$ cat config.mk
export PLATFORM = sky130hd
export DESIGN_NAME = triangle_scanline_span_fill
export DESIGN_NICKNAME = d
export VERILOG_FILES = /design/src/rtl/tssf_pkg.sv /design/src/rtl/tssf_div.sv /design/src/rtl/tssf_dp.sv /design/src/rtl/tssf_ctrl.sv /design/src/rtl/triangle_scanline_span_fill.sv
export SDC_FILE = /design/constraint.sdc
export NUM_CORES = 2
export LEC_CHECK = 0
export BUFFER_PORTS_ARGS = -buffer_cell sky130_fd_sc_hd__buf_2
export CAP_MARGIN = 10
export CORE_AREA = 2 2 438 440
export CTS_BUF_LIST = sky130_fd_sc_hd__clkbuf_2 sky130_fd_sc_hd__clkbuf_4 sky130_fd_sc_hd__clkbuf_8
export DETAILED_ROUTE_END_ITERATION = 10
export DIE_AREA = 0 0 440 442
export GPL_TIMING_DRIVEN = 0
export PLACE_DENSITY_LB_ADDON = 0.05
export SLEW_MARGIN = 20
export SYNTH_ARGS = -nofsm -noshare
export SYNTH_HDL_FRONTEND = slang
export SYNTH_SLANG_ARGS = --single-unit
$ cat constraint.sdc
create_clock -name clk -period 18.2 [get_ports clk]
set_input_delay 0.91 -clock clk [delete_from_list [all_inputs] [get_ports clk]]
set_output_delay 0.91 -clock clk [all_outputs]
set_load 0.03 [all_outputs]
$ cat src/rtl/tssf_pkg.sv
// shared types and constants of the triangle span fill block
`timescale 1ns / 1ps
package tssf_pkg;

  localparam int COORD_BITS = 12;
  localparam int COLOUR_BITS = 24;

  typedef struct packed {
    logic signed [COORD_BITS-1:0] ax;
    logic signed [COORD_BITS-1:0] ay;
    logic signed [COORD_BITS-1:0] bx;
    logic signed [COORD_BITS-1:0] by_coord;
    logic signed [COORD_BITS-1:0] cx;
    logic signed [COORD_BITS-1:0] cy;
    logic [COLOUR_BITS-1:0]       fill_colour;
  } tri_in_t;

  typedef struct packed {
    logic signed [COORD_BITS-1:0] row;
    logic signed [COORD_BITS-1:0] x_from;
    logic signed [COORD_BITS-1:0] x_to;
    logic [COLOUR_BITS-1:0]       span_colour;
    logic                         last_span;
  } span_t;

  typedef enum logic [1:0] {
    KIND_FLAT_BOTTOM,
    KIND_FLAT_TOP,
    KIND_SPLIT
  } tri_kind_t;

  typedef enum logic [1:0] {
    DSEL_RATIO,
    DSEL_S1,
    DSEL_S2
  } div_sel_t;

  typedef struct packed {
    logic     load;
    logic     div_go;
    div_sel_t div_sel;
    logic     mq_mul;
    logic     mq_add;
    logic     setup;
    logic     pass;
    logic     calc_range;
    logic     x_mul;
    logic     x_init;
    logic     step;
    logic     flush;
  } dp_cmd_t;

  typedef struct packed {
    tri_kind_t kind;
    logic      div_done;
    logic      empty;
    logic      at_end;
  } dp_status_t;

endpackage

$ cat src/rtl/tssf_div.sv
// iterative signed divider, one quotient bit per cycle
`timescale 1ns / 1ps
module tssf_div #(
  parameter int NW = 30,
  parameter int DW = 12
) (
  input  logic                 clk,
  input  logic                 rst,
  input  logic                 go,
  input  logic signed [NW-1:0] num,
  input  logic [DW-1:0]        den,
  output logic                 done,
  output logic signed [NW-1:0] quot
);
  localparam int CW = $clog2(NW);

  logic          run;
  logic [CW-1:0] cnt;
  logic          neg;
  logic [NW-1:0] mag;
  logic [DW-1:0] den_r;
  logic [DW:0]   rem;

  logic [DW:0]   rem_sh;
  logic          ge;
  logic [DW:0]   rem_next;
  logic [NW-1:0] mag_next;

  always_comb begin
    rem_sh   = {rem[DW-1:0], mag[NW-1]};
    ge       = rem_sh >= {1'b0, den_r};
    rem_next = ge ? (rem_sh - {1'b0, den_r}) : rem_sh;
    mag_next = {mag[NW-2:0], ge};
  end

  always_ff @(posedge clk) begin
    if (rst) begin
      run  <= 1'b0;
      done <= 1'b0;
    end else begin
      done <= 1'b0;
      if (go) begin
        run   <= 1'b1;
        cnt   <= '0;
        neg   <= num[NW-1];
        mag   <= num[NW-1] ? NW'(-num) : NW'(num);
        den_r <= den;
        rem   <= '0;
      end else if (run) begin
        rem <= rem_next;
        mag <= mag_next;
        cnt <= cnt + CW'(1);
        if (cnt == CW'(NW-1)) begin
          run  <= 1'b0;
          done <= 1'b1;
          // zero height gives slope zero
          if (den_r == '0) quot <= '0;
          else if (neg) quot <= -$signed(mag_next);
          else quot <= $signed(mag_next);
        end
      end
    end
  end
endmodule

$ cat src/rtl/tssf_dp.sv
// datapath: vertex sort, slopes, edge stepping and span output
`timescale 1ns / 1ps
module tssf_dp #(
  parameter int BAND_ROWS = 64,
  parameter int FRAC_BITS = 16
) (
  input  logic                                  clk,
  input  logic                                  rst,
  input  logic signed [tssf_pkg::COORD_BITS-1:0] band_top,
  input  tssf_pkg::tri_in_t                     triangle,
  input  tssf_pkg::dp_cmd_t                     cmd,
  output tssf_pkg::dp_status_t                  status,
  output logic                                  span_valid,
  output tssf_pkg::span_t                       span
);
  import tssf_pkg::*;

  localparam int C  = COORD_BITS;
  localparam int W  = C + FRAC_BITS + 3;
  localparam int NW = C + FRAC_BITS + 2;
  localparam int RW = C + 2;
  localparam int TW = W - FRAC_BITS;
  localparam int PW = C + 1 + W;
  localparam int MW = FRAC_BITS + C + 2;
  localparam logic signed [W-1:0]  HALF = W'(longint'(1) << (FRAC_BITS - 1));
  localparam logic signed [TW-1:0] XMAX = TW'((longint'(1) << (C - 1)) - 1);
  localparam logic signed [TW-1:0] XMIN = TW'(-(longint'(1) << (C - 1)));

  function automatic logic signed [W-1:0] to_q(input logic signed [C-1:0] v);
    to_q = W'(v) <<< FRAC_BITS;
  endfunction

  // truncate toward zero, then clamp to the coordinate range
  function automatic logic signed [C-1:0] sat_x(input logic signed [W-1:0] q);
    logic signed [TW-1:0] t;
    t = $signed(q[W-1:FRAC_BITS]);
    if (q[W-1] && (|q[FRAC_BITS-1:0])) t = t + TW'(1);
    if (t > XMAX) t = XMAX;
    else if (t < XMIN) t = XMIN;
    sat_x = t[C-1:0];
  endfunction

  // sorted vertices
  logic signed [C-1:0] v0x, v0y, v1x, v1y, v2x, v2y;
  logic [COLOUR_BITS-1:0] colour;

  // sort network
  logic signed [C-1:0] ax1, ay1, bx1, by1, ax2, ay2, cx1, cy1, bx2, by2, cx2, cy2;
  always_comb begin
    if (triangle.ay > triangle.by_coord) begin
      ax1 = triangle.bx; ay1 = triangle.by_coord; bx1 = triangle.ax; by1 = triangle.ay;
    end else begin
      ax1 = triangle.ax; ay1 = triangle.ay; bx1 = triangle.bx; by1 = triangle.by_coord;
    end
    if (ay1 > triangle.cy) begin
      ax2 = triangle.cx; ay2 = triangle.cy; cx1 = ax1; cy1 = ay1;
    end else begin
      ax2 = ax1; ay2 = ay1; cx1 = triangle.cx; cy1 = triangle.cy;
    end
    if (by1 > cy1) begin
      bx2 = cx1; by2 = cy1; cx2 = bx1; cy2 = by1;
    end else begin
      bx2 = bx1; by2 = by1; cx2 = cx1; cy2 = cy1;
    end
  end

  tri_kind_t kind;
  always_comb begin
    if (v1y == v2y) kind = KIND_FLAT_BOTTOM;
    else if (v0y == v1y) kind = KIND_FLAT_TOP;
    else kind = KIND_SPLIT;
  end

  // split point and pass descriptor
  logic [FRAC_BITS-1:0]  ratio;
  logic signed [MW-1:0]  mprod;
  logic signed [W-1:0]   mq;
  logic                  up;
  logic signed [W-1:0]   apex, lq, rq;
  logic signed [C-1:0]   ty, by;

  logic                  up_n;
  logic signed [W-1:0]   apex_n, lq_n, rq_n;
  logic signed [C-1:0]   ty_n, by_n;
  always_comb begin
    up_n = 1'b0; apex_n = to_q(v0x); lq_n = to_q(v1x); rq_n = to_q(v2x);
    ty_n = v0y; by_n = v1y;
    case (kind)
      KIND_FLAT_BOTTOM: ;
      KIND_FLAT_TOP: begin
        up_n = 1'b1; apex_n = to_q(v2x); lq_n = to_q(v0x); rq_n = to_q(v1x);
        ty_n = v0y; by_n = v2y;
      end
      KIND_SPLIT: begin
        if (cmd.pass) begin
          up_n = 1'b1; apex_n = to_q(v2x); lq_n = to_q(v1x); rq_n = mq;
          ty_n = v1y; by_n = v2y;
        end else begin
          rq_n = mq;
        end
      end
      default: ;
    endcase
  end

  // divider operands
  logic signed [NW-1:0] d_num;
  logic [C-1:0]         d_den;
  logic signed [C:0]    dy_mid, dy_full, dy_pass;
  always_comb begin
    dy_mid  = (C+1)'(v1y) - (C+1)'(v0y);
    dy_full = (C+1)'(v2y) - (C+1)'(v0y);
    dy_pass = (C+1)'(by) - (C+1)'(ty);
    case (cmd.div_sel)
      DSEL_RATIO: begin
        d_num = NW'(dy_mid) <<< FRAC_BITS;
        d_den = dy_full[C-1:0];
      end
      DSEL_S1: begin
        d_num = NW'(lq - apex);
        d_den = dy_pass[C-1:0];
      end
      DSEL_S2: begin
        d_num = NW'(rq - apex);
        d_den = dy_pass[C-1:0];
      end
      default: begin
        d_num = '0;
        d_den = '0;
      end
    endcase
  end

  logic                 div_done;
  logic signed [NW-1:0] quot;
  tssf_div #(.NW(NW), .DW(C)) u_div (
    .clk  (clk),
    .rst  (rst),
    .go   (cmd.div_go),
    .num  (d_num),
    .den  (d_den),
    .done (div_done),
    .quot (quot)
  );

  // row range clipped to the band
  logic signed [RW-1:0] lo, hi, ty_w, by_w, tp1;
  logic signed [RW-1:0] rs_n, re_n, n0_w;
  logic                 empty_n;
  always_comb begin
    lo   = RW'(band_top);
    hi   = lo + RW'(BAND_ROWS - 1);
    ty_w = RW'(ty);
    by_w = RW'(by);
    tp1  = ty_w + RW'(1);
    if (up) begin
      rs_n    = (by_w < hi) ? by_w : hi;
      re_n    = (tp1 > lo) ? tp1 : lo;
      empty_n = rs_n < re_n;
      n0_w    = by_w - rs_n;
    end else begin
      rs_n    = (ty_w > lo) ? ty_w : lo;
      re_n    = (by_w < hi) ? by_w : hi;
      empty_n = rs_n > re_n;
      n0_w    = rs_n - ty_w;
    end
  end

  logic signed [W-1:0]  s1, s2;
  logic signed [RW-1:0] rs, re, cur_row;
  logic [C-1:0]         n0;
  logic                 empty;
  logic signed [PW-1:0] p1, p2;
  logic signed [W-1:0]  xa, xb;
  span_t                pend;
  logic                 pend_valid;

  always_ff @(posedge clk) begin
    if (rst) begin
      pend_valid <= 1'b0;
      span_valid <= 1'b0;
    end else begin
      span_valid <= pend_valid && (cmd.step || cmd.flush);
      if (cmd.load) begin
        v0x <= ax2; v0y <= ay2; v1x <= bx2; v1y <= by2; v2x <= cx2; v2y <= cy2;
        colour <= triangle.fill_colour;
      end
      if (div_done) begin
        case (cmd.div_sel)
          DSEL_RATIO: ratio <= quot[FRAC_BITS-1:0];
          DSEL_S1:    s1 <= W'(quot);
          DSEL_S2:    s2 <= W'(quot);
          default: ;
        endcase
      end
      if (cmd.mq_mul) mprod <= $signed({1'b0, ratio}) * ((C+1)'(v2x) - (C+1)'(v0x));
      if (cmd.mq_add) mq <= to_q(v0x) + W'(mprod);
      if (cmd.setup) begin
        up <= up_n; apex <= apex_n; lq <= lq_n; rq <= rq_n; ty <= ty_n; by <= by_n;
      end
      if (cmd.calc_range) begin
        rs    <= rs_n;
        re    <= re_n;
        empty <= empty_n;
        n0    <= n0_w[C-1:0];
      end
      if (cmd.x_mul) begin
        p1 <= $signed({1'b0, n0}) * s1;
        p2 <= $signed({1'b0, n0}) * s2;
      end
      if (cmd.x_init) begin
        xa      <= apex + W'(p1);
        xb      <= apex + HALF + W'(p2);
        cur_row <= rs;
      end
      // one row held back so the final span can be marked
      if (cmd.step) begin
        if (pend_valid) span <= pend;
        pend.row         <= cur_row[C-1:0];
        pend.x_from      <= sat_x(xa);
        pend.x_to        <= sat_x(xb);
        pend.span_colour <= colour;
        pend.last_span   <= 1'b0;
        pend_valid       <= 1'b1;
        xa               <= xa + s1;
        xb               <= xb + s2;
        cur_row          <= up ? (cur_row - RW'(1)) : (cur_row + RW'(1));
      end
      if (cmd.flush && pend_valid) begin
        span       <= {pend[$bits(span_t)-1:1], 1'b1};
        pend_valid <= 1'b0;
      end
    end
  end

  always_comb begin
    status.kind     = kind;
    status.div_done = div_done;
    status.empty    = empty;
    status.at_end   = cur_row == re;
  end
endmodule

$ cat src/rtl/tssf_ctrl.sv
// controller: sequences setup, divisions and row stepping
`timescale 1ns / 1ps
module tssf_ctrl (
  input  logic                 clk,
  input  logic                 rst,
  input  logic                 start,
  output logic                 busy,
  input  tssf_pkg::dp_status_t status,
  output tssf_pkg::dp_cmd_t    cmd
);
  import tssf_pkg::*;

  typedef enum logic [3:0] {
    S_IDLE,
    S_SORTED,
    S_RATIO_GO,
    S_RATIO_WAIT,
    S_MQ_MUL,
    S_MQ_ADD,
    S_SETUP,
    S_S1_GO,
    S_S1_WAIT,
    S_S2_GO,
    S_S2_WAIT,
    S_RANGE,
    S_XMUL,
    S_XINIT,
    S_ROWS,
    S_NEXT
  } state_t;

  state_t state;
  logic   pass;
  logic   flushing;

  always_ff @(posedge clk) begin
    if (rst) begin
      state    <= S_IDLE;
      pass     <= 1'b0;
      flushing <= 1'b0;
    end else begin
      flushing <= 1'b0;
      case (state)
        S_IDLE: if (start) state <= S_SORTED;
        S_SORTED: begin
          pass  <= 1'b0;
          state <= (status.kind == KIND_SPLIT) ? S_RATIO_GO : S_SETUP;
        end
        S_RATIO_GO:   state <= S_RATIO_WAIT;
        S_RATIO_WAIT: if (status.div_done) state <= S_MQ_MUL;
        S_MQ_MUL:     state <= S_MQ_ADD;
        S_MQ_ADD:     state <= S_SETUP;
        S_SETUP:      state <= S_S1_GO;
        S_S1_GO:      state <= S_S1_WAIT;
        S_S1_WAIT:    if (status.div_done) state <= S_S2_GO;
        S_S2_GO:      state <= S_S2_WAIT;
        S_S2_WAIT:    if (status.div_done) state <= S_RANGE;
        S_RANGE:      state <= S_XMUL;
        S_XMUL:       state <= status.empty ? S_NEXT : S_XINIT;
        S_XINIT:      state <= S_ROWS;
        S_ROWS:       if (status.at_end) state <= S_NEXT;
        S_NEXT: begin
          if (status.kind == KIND_SPLIT && !pass) begin
            pass  <= 1'b1;
            state <= S_SETUP;
          end else begin
            flushing <= 1'b1;
            state    <= S_IDLE;
          end
        end
        default: state <= S_IDLE;
      endcase
    end
  end

  always_comb begin
    cmd      = '0;
    cmd.pass = pass;
    case (state)
      S_IDLE:       cmd.load = start;
      S_RATIO_GO:   cmd.div_go = 1'b1;
      S_MQ_MUL:     cmd.mq_mul = 1'b1;
      S_MQ_ADD:     cmd.mq_add = 1'b1;
      S_SETUP:      cmd.setup = 1'b1;
      S_S1_GO: begin
        cmd.div_go  = 1'b1;
        cmd.div_sel = DSEL_S1;
      end
      S_S1_WAIT:    cmd.div_sel = DSEL_S1;
      S_S2_GO: begin
        cmd.div_go  = 1'b1;
        cmd.div_sel = DSEL_S2;
      end
      S_S2_WAIT:    cmd.div_sel = DSEL_S2;
      S_RANGE:      cmd.calc_range = 1'b1;
      S_XMUL:       cmd.x_mul = 1'b1;
      S_XINIT:      cmd.x_init = 1'b1;
      S_ROWS:       cmd.step = 1'b1;
      default: ;
    endcase
    // final span is flushed in the first idle cycle
    if (flushing) cmd.flush = 1'b1;
    busy = state != S_IDLE;
  end
endmodule

$ cat src/rtl/triangle_scanline_span_fill.sv
// top level of the triangle scanline span fill block
`timescale 1ns / 1ps
// usage
//  - a triangle item (three vertices and a colour) is taken on a clock edge
//    with start high and busy low; busy then stays high until the triangle
//    has been stepped through
//  - spans come out on span with span_valid high for exactly one cycle each,
//    bottom-flat part in rising row order, then top-flat part in falling order;
//    the final span of a triangle carries last_span, and a triangle with no
//    row inside the band gives no span at all
//  - the receiver cannot stall: every strobed span is taken at once
//  - band_top_row is written over the cfg channel (cfg_ready is always high)
//    and the user must write it only while the block is idle; the block does
//    not enforce this; it resets to 0
//  - sequencing: each slope division runs on one shared bit-serial divider; a
//    flat triangle needs two divisions before its first row, a split one three
//    divisions, then two divisions between its parts; rows step one per cycle,
//    at most BAND_ROWS, each span leaving at the next step
//  - the last span leaves in the cycle after busy falls, and a new item may be
//    started in that same cycle
//  - reset is synchronous and clears the controller and output strobe
module triangle_scanline_span_fill #(
  parameter int BAND_ROWS = 64,
  parameter int FRAC_BITS = 16
) (
  input  logic                                  clk,
  input  logic                                  rst,
  input  logic                                  start,
  output logic                                  busy,
  input  tssf_pkg::tri_in_t                     triangle,
  output logic                                  span_valid,
  output tssf_pkg::span_t                       span,
  input  logic                                  cfg_valid,
  output logic                                  cfg_ready,
  input  logic signed [tssf_pkg::COORD_BITS-1:0] cfg_data
);
  import tssf_pkg::*;

  // band register, first row of the output window
  logic signed [COORD_BITS-1:0] band_top_row;

  always_ff @(posedge clk) begin
    if (rst) begin
      band_top_row <= '0;
    end else if (cfg_valid && cfg_ready) begin
      band_top_row <= cfg_data;
    end
  end

  assign cfg_ready = 1'b1;

  dp_cmd_t    cmd;
  dp_status_t status;

  // sequencer
  tssf_ctrl u_ctrl (
    .clk    (clk),
    .rst    (rst),
    .start  (start),
    .busy   (busy),
    .status (status),
    .cmd    (cmd)
  );

  // arithmetic and span registers
  tssf_dp #(
    .BAND_ROWS (BAND_ROWS),
    .FRAC_BITS (FRAC_BITS)
  ) u_dp (
    .clk        (clk),
    .rst        (rst),
    .band_top   (band_top_row),
    .triangle   (triangle),
    .cmd        (cmd),
    .status     (status),
    .span_valid (span_valid),
    .span       (span)
  );
endmodule

* After elaboration in Yosys (flattened, before gate mapping)
Cells that the tools add are included.
Word-level totals: bits in registers 760, logic and storage cells 250
Cells by class: $add $sub $neg 24, multiply operators 3, $lt $le $gt $ge 13, equal/unequal tests 29, multiplexer cells 85, bitwise operators 4, reduce and logical (&&, ||, !) cells 42
Operators with widths (count):
- two-way mux 12 bit | 20
- two-way mux 61 bit | 3
- two-way mux 31 bit | 5
- two-way mux 30 bit | 5
- two-way mux 14 bit | 8
- two-way mux 15 bit | 6
- one-hot mux 30 bit (3 select lines) | 1
- one-hot mux 4 bit (16 select lines) | 1
- adder 31 x 30 -> 31 bit | 2
- adder 31 bit | 2
- multiplier 13 x 30 -> 31 bit | 2
- one-hot mux 31 bit (2 select lines) | 1
- negator 30 bit | 2
- one-hot mux 30 bit (2 select lines) | 1
- subtractor 12 bit | 5
- subtractor 30 bit | 2
- greater-than comparator 12 bit | 4
- one-hot mux 12 bit (2 select lines) | 2
- equality test 4 bit, second input constant | 8
- OR reduction 16 bit | 2
- adder 31 x 17 -> 31 bit, second input constant | 1
- adder 15 x 2 -> 15 bit, second input constant | 2
- adder 28 x 30 -> 30 bit | 1
- greater-than comparator 15 x 12 -> 1 bit, second input constant | 2
- other kinds (45) | 112

* Longest topological paths before layout
depth in word-level cells 8, depth in mapped cells 36

* Modules after synthesis
A second synthesis with hierarchy kept.
Second synthesis, totals: cells, all modules 6649, area, all modules 66719.0 µm²
Modules (own cells, without submodules):
- tssf_dp | times used 1, cells each 6018, area each 60350.4 µm², seq. area each 18327.6 µm²
- tssf_div | times used 1, cells each 531, area each 5504.0 µm², seq. area each 2742.6 µm²
- tssf_ctrl | times used 1, cells each 60, area each 432.9 µm², seq. area each 120.1 µm²
- triangle_scanline_span_fill | times used 1, cells each 40, area each 431.7 µm², seq. area each 240.2 µm²

* Least setup slack after synthesis
Ideal clock, no wire load.
path kind in2reg, start point input port rst, end point register u_dp.apex[16] (enable), setup time 0.711 ns, arrival 8.626 ns, setup slack 8.863 ns, stages on the path 2, path buffers 1, cell sequence clkbuf_1 -> nor4_1
On the way: word-level cells in the longest chain between the ends 2
Ends and longest elaborated chain:
- from (decl) | line triangle_scanline_span_fill.sv:27 | input logic rst,
- inverter 1 bit (no line)
- AND reduction 2 bit (no line)
- to (signal assigned) | line tssf_dp.sv:199 | up <= up_n; apex <= apex_n; lq <= lq_n; rq <= rq_n; ty <= ty_n; by <= by_n;
- to (decl) | line tssf_dp.sv:79 | logic signed [W-1:0] apex, lq, rq;
Every way passes these cells. A chain may end at the register's enable or synchronous reset.

* Worst setup path in the final report
start point register u_dp.v2x[0], end point register u_dp.mprod[29], data pin
On the way: word-level cells in the longest chain between the ends 2
Ends and longest elaborated chain:
- from (decl) | line tssf_dp.sv:44 | logic signed [C-1:0] v0x, v0y, v1x, v1y, v2x, v2y;
- from (signal assigned) | line tssf_dp.sv:185 | v0x <= ax2; v0y <= ay2; v1x <= bx2; v1y <= by2; v2x <= cx2; v2y <= cy2;
- subtractor 12 x 12 -> 13 bit | line tssf_dp.sv:196 | if (cmd.mq_mul) mprod <= $signed({1'b0, ratio}) * ((C+1)'(v2x) - (C+1)'(v0x));
- multiplier 17 x 30 -> 30 bit | line tssf_dp.sv:196
- to (signal assigned) | line tssf_dp.sv:196
- to (decl) | line tssf_dp.sv:76 | logic signed [MW-1:0] mprod;
Every way passes these cells.

==> out/results.md <==
| Metric | This run | Unit |
| --- | --- | --- |
| Reg-to-reg endpoint | u_dp.mprod[29] | - |
| Proportion of layout cells with a drive suffix above 1 | 8.20 | % |
| Start point of the critical path | u_dp.v2x[0] | - |
| Final count of negative-setup-slack endpoints | 0 | - |
| Cell count after synthesis | 6564 | - |
| Most prevalent standard cell on the critical path | sky130_fd_sc_hd__fa_1 | - |
| Total global routing overflow | 0 | - |
| Unique masters post-synth | 82 | - |
| Final routed wirelength across all metal layers | 212000 | um |
| Insertion delay of the later-clocked pin in the worst-skew pair | 930 | ps |
| Fraction of synthesized cell area taken by the top area cell type | 31.8 | % |
| Count of state elements after synthesis | 721 | - |
| Die area | 0.194 | mm2 |
| # Post-CTS Setup Buffers | 0 | - |
| Worst hold path class | in -> reg | - |
| Cell with the most instances after synthesis | sky130_fd_sc_hd__inv_1 | - |
| Final hold violations | 0 | - |
| Detailed-route vias per instance | 5.03 | - |
| Synth Warn # | 0 | - |
| Gpl congestion | 0.876 | - |
| Floorplan core area | 0.190 | mm2 |
| Max-slew violation count | 0 | - |
| DR vias | 48100 | - |
| Synth Area per Inst | 10.1 | um2 |
| Data arrival time of the worst path | 10700 | ps |
| Fin Setup TNS | 0 | ps |
| CTS sink count | 721 | - |
| Register-to-Register Path Depth | 33 | - |
| Leakage power summed over all cells | 31.7 | nW |
| Maximum number of pins on one net before global-route repair | 27 | - |
| Critical R2R Launch | u_dp.v2x[0] | - |
| Clock tree from TritonCTS | yes | - |
| Io pins | 176 | - |
| Root buffer cell | sky130_fd_sc_hd__clkbuf_8 | - |
| Critical Path Fanout Max | 10 | - |
| Largest clock skew in the final design | 60.9 | ps |
| Clock-pin slew on the worst setup and hold paths | 60 | ps |
| Starting density of the core | 34.9 | % |
| Die Span Y | 442 | um |
| Slew Limit Headroom | 18.6 | % |
| First-pass GRT wire length | 320000 | um |
| CTS Buf Count | 142 | - |
| Placed wire-length estimate after detailed placement | 174000 | um |
| Row count | 160 | - |
| Sequential fraction of the synthesis area | 32.4 | % |
| Maximum single-stage delay on the critical path | 830 | ps |
| Power Dens Cells | 129 | mW/mm2 |
| Total power consumption of the routed design | 9.48 | mW |
| Setup crit end kind | flop | - |
| Width of the chip | 440 | um |
| Area growth from synthesis to layout | 11.7 | % |
| Startpoint type of the worst setup path | flop | - |
| Remaining routing DRC violations | 0 | - |
| Period utilization | 55.4 | % |
| WL per Instance | 22.1 | um |
| Net count, final | 8244 | - |
| Result of the run | complete, no violations | - |
| Share of synthesized registers carrying an async set or reset | 0 | % |
| Initial DRC count | 2790 | - |
| DRT antenna net count | 0 | - |
| Max-cap violation count | 0 | - |
| First-pass DRT Iterations | 6 | - |
| Gates resized, CTS repair | 0 | - |
| Critical path data required time | 18820 | ps |
| Worst-margin pin slew | 1220 | ps |
| Largest vdd supply drop | 0.521 | mV |
| RSZ-0062 raised after global routing | no | - |
| Count of flip-flops with a built-in enable after synthesis | 699 | - |
| Via count of the first global-routing pass | 50400 | - |
| Max stage delay cell, worst path | sky130_fd_sc_hd__nor2_1 | - |
| Critical path start-end classification | reg -> reg | - |
| Net count after synthesis | 7859 | - |
| Number of buffers inserted by port buffering | 174 | - |
| Post-synthesis instance area | 0.0661 | mm2 |
| Most used standard cells in the synthesized netlist | sky130_fd_sc_hd__inv_1 (852), sky130_fd_sc_hd__nand2_1 (784), sky130_fd_sc_hd__edfxtp_1 (699), sky130_fd_sc_hd__fa_1 (624), sky130_fd_sc_hd__ha_1 (559) | - |
| Upper clock frequency limit | 99.2 | MHz |
| Depth of the CTS H-tree | 4 | - |
| Tmin final | 10080 | ps |
| Primary flip-flop cell chosen by synthesis mapping | sky130_fd_sc_hd__edfxtp_1 | - |
| Post-synth top area cell | sky130_fd_sc_hd__edfxtp_1 | - |
| Worst reg-to-reg setup slack | 8120 | ps |
| CTS Hold Bufs | 0 | - |
| Overall track demand over capacity in global routing | 21.9 | % |
| Leading cell types by total area after synthesis | sky130_fd_sc_hd__edfxtp_1 (32%), sky130_fd_sc_hd__fa_1 (19%), sky130_fd_sc_hd__ha_1 (11%), sky130_fd_sc_hd__inv_1 (4.8%), sky130_fd_sc_hd__nand2_1 (4.5%) | - |
| CP Capture Point | u_dp.mprod[29] | - |
| Antenna violations before repair | 18 | - |
| Buffers from clock root to sink, at most | 3 | - |
-- sequential cells by signal, summed over array words and instances, names as in the netlist, 13 cells and up --
| signal | flops |
|---|---|
| u_dp.s1 | 30 |
| u_dp.p2 | 31 |
| u_dp.u_div.mag | 30 |
| u_dp.mq | 30 |
| u_dp.s2 | 30 |
| u_dp.re | 13 |
| u_dp.rq | 30 |
| u_dp.cur_row | 14 |
| u_dp.u_div.quot | 30 |
| u_dp.pend | 60 |
| u_dp.xa | 31 |
| u_dp.colour | 24 |
| u_dp.mprod | 30 |
| u_dp.xb | 31 |
| u_dp.ratio | 16 |
| u_dp.p1 | 31 |
| u_dp.rs | 13 |
| u_dp.span | 61 |
-- cell usage in the layout (no fill, tap or decap), types with 241 or more instances in the layout --
master | netlist | layout
sky130_fd_sc_hd__o21ai_0 | 274 | 274
sky130_fd_sc_hd__ha_1 | 559 | 559
sky130_fd_sc_hd__xnor2_1 | 242 | 241
sky130_fd_sc_hd__a21oi_1 | 268 | 266
sky130_fd_sc_hd__and2_1 | 349 | 347
sky130_fd_sc_hd__nor2_1 | 367 | 364
sky130_fd_sc_hd__clkbuf_1 | 250 | 246
sky130_fd_sc_hd__fa_1 | 624 | 624
sky130_fd_sc_hd__nand2_1 | 784 | 784
sky130_fd_sc_hd__inv_1 | 852 | 852
sky130_fd_sc_hd__edfxtp_1 | 699 | 699
-- power by group --
part / internal [mW] / switching [mW]
clock: 0.926 / 0.826
sequential: 2.17 / 0.0417
combinational: 2.43 / 3.08
-- final cells by class --
type / count / area (um2)
Antenna cell: 5 / 12.5
Buffer: 261 / 991
Clock buffer: 182 / 2250
Clock inverter: 74 / 719
Fill cell: 18900 / 116000
Inverter: 853 / 3200
Multi-Input combinational cell: 4729 / 40600
Sequential cell: 721 / 21400
Tap cell: 2511 / 3140
Timing Repair Buffer: 241 / 1500
-- through the flow --
step	util (%)	instances	setup WS, ps	area (um2)	hold slack (ps)
6_report	38.9	9577	8120	73800	168
5_1_grt	38.9	9574	7440	73800	64.3
4_1_cts	38.9	9572	8000	73800	32.7
3_5_place_dp	37.4	9316	8140	70800	405
3_3_place_gp	37.0	9249	4450	70100	400
2_1_floorplan	-	6564	8860	66100	400
-- kinds of logic (layout without fill, tap and decap cells) --
group	after synthesis	in the layout	share of synthesized area [%]
AO/OA/AOI/OAI	1023	1023	9.92
XOR/XNOR	389	389	5.16
adder cells (fa/ha/maj)	1184	1184	29.5
buffers and inverters	1114	1611	6.34
flip-flops	721	721	32.4
multiplexers	156	156	2.46
other	1	6	0.00568
AND/OR/NAND/NOR	1976	1976	14.2
-- worst max-delay path, delay by kind of cell (launching register included) --
| kind | cells | cell delay (ps) |
|---|---|---|
| compound gates | 13 | 3120 |
| xor+xnor | 1 | 90 |
| fa+ha+maj | 9 | 3760 |
| buf+inv | 5 | 740 |
| flops | 1 | 430 |
| simple gates | 5 | 1600 |
-- metal layers --
| metal | up-vias | share of wire (%) | wire length [um] | track usage [%] |
|---|---|---|---|---|
| li1 | 22900 | - | - | - |
| met1 | 24000 | 45 | 94400 | 29.2 |
| met2 | 988 | 49 | 105000 | 37.7 |
| met3 | 211 | 3.8 | 8080 | 2.42 |
| met4 | 0 | 2.3 | 4790 | 5.64 |
| met5 | - | 0 | 0 | 0 |
-- worst min-delay path by stage --
stage | depth (start not counted) | start | to | slack (ps)
after floorplan | 0 | u_dp.mprod[0] | u_dp.mq[0] | 400
after global placement | 0 | u_dp.pend[16] | u_dp.span[16] | 400
after detailed placement | 0 | u_dp.pend[10] | u_dp.span[10] | 400
after CTS | 1 | triangle[16] | u_dp.colour[16] | 30
after global routing | 1 | triangle[15] | u_dp.colour[15] | 60
final | 1 | triangle[16] | u_dp.colour[16] | 170
No activity file was read; power rests on OpenSTA's default activity.
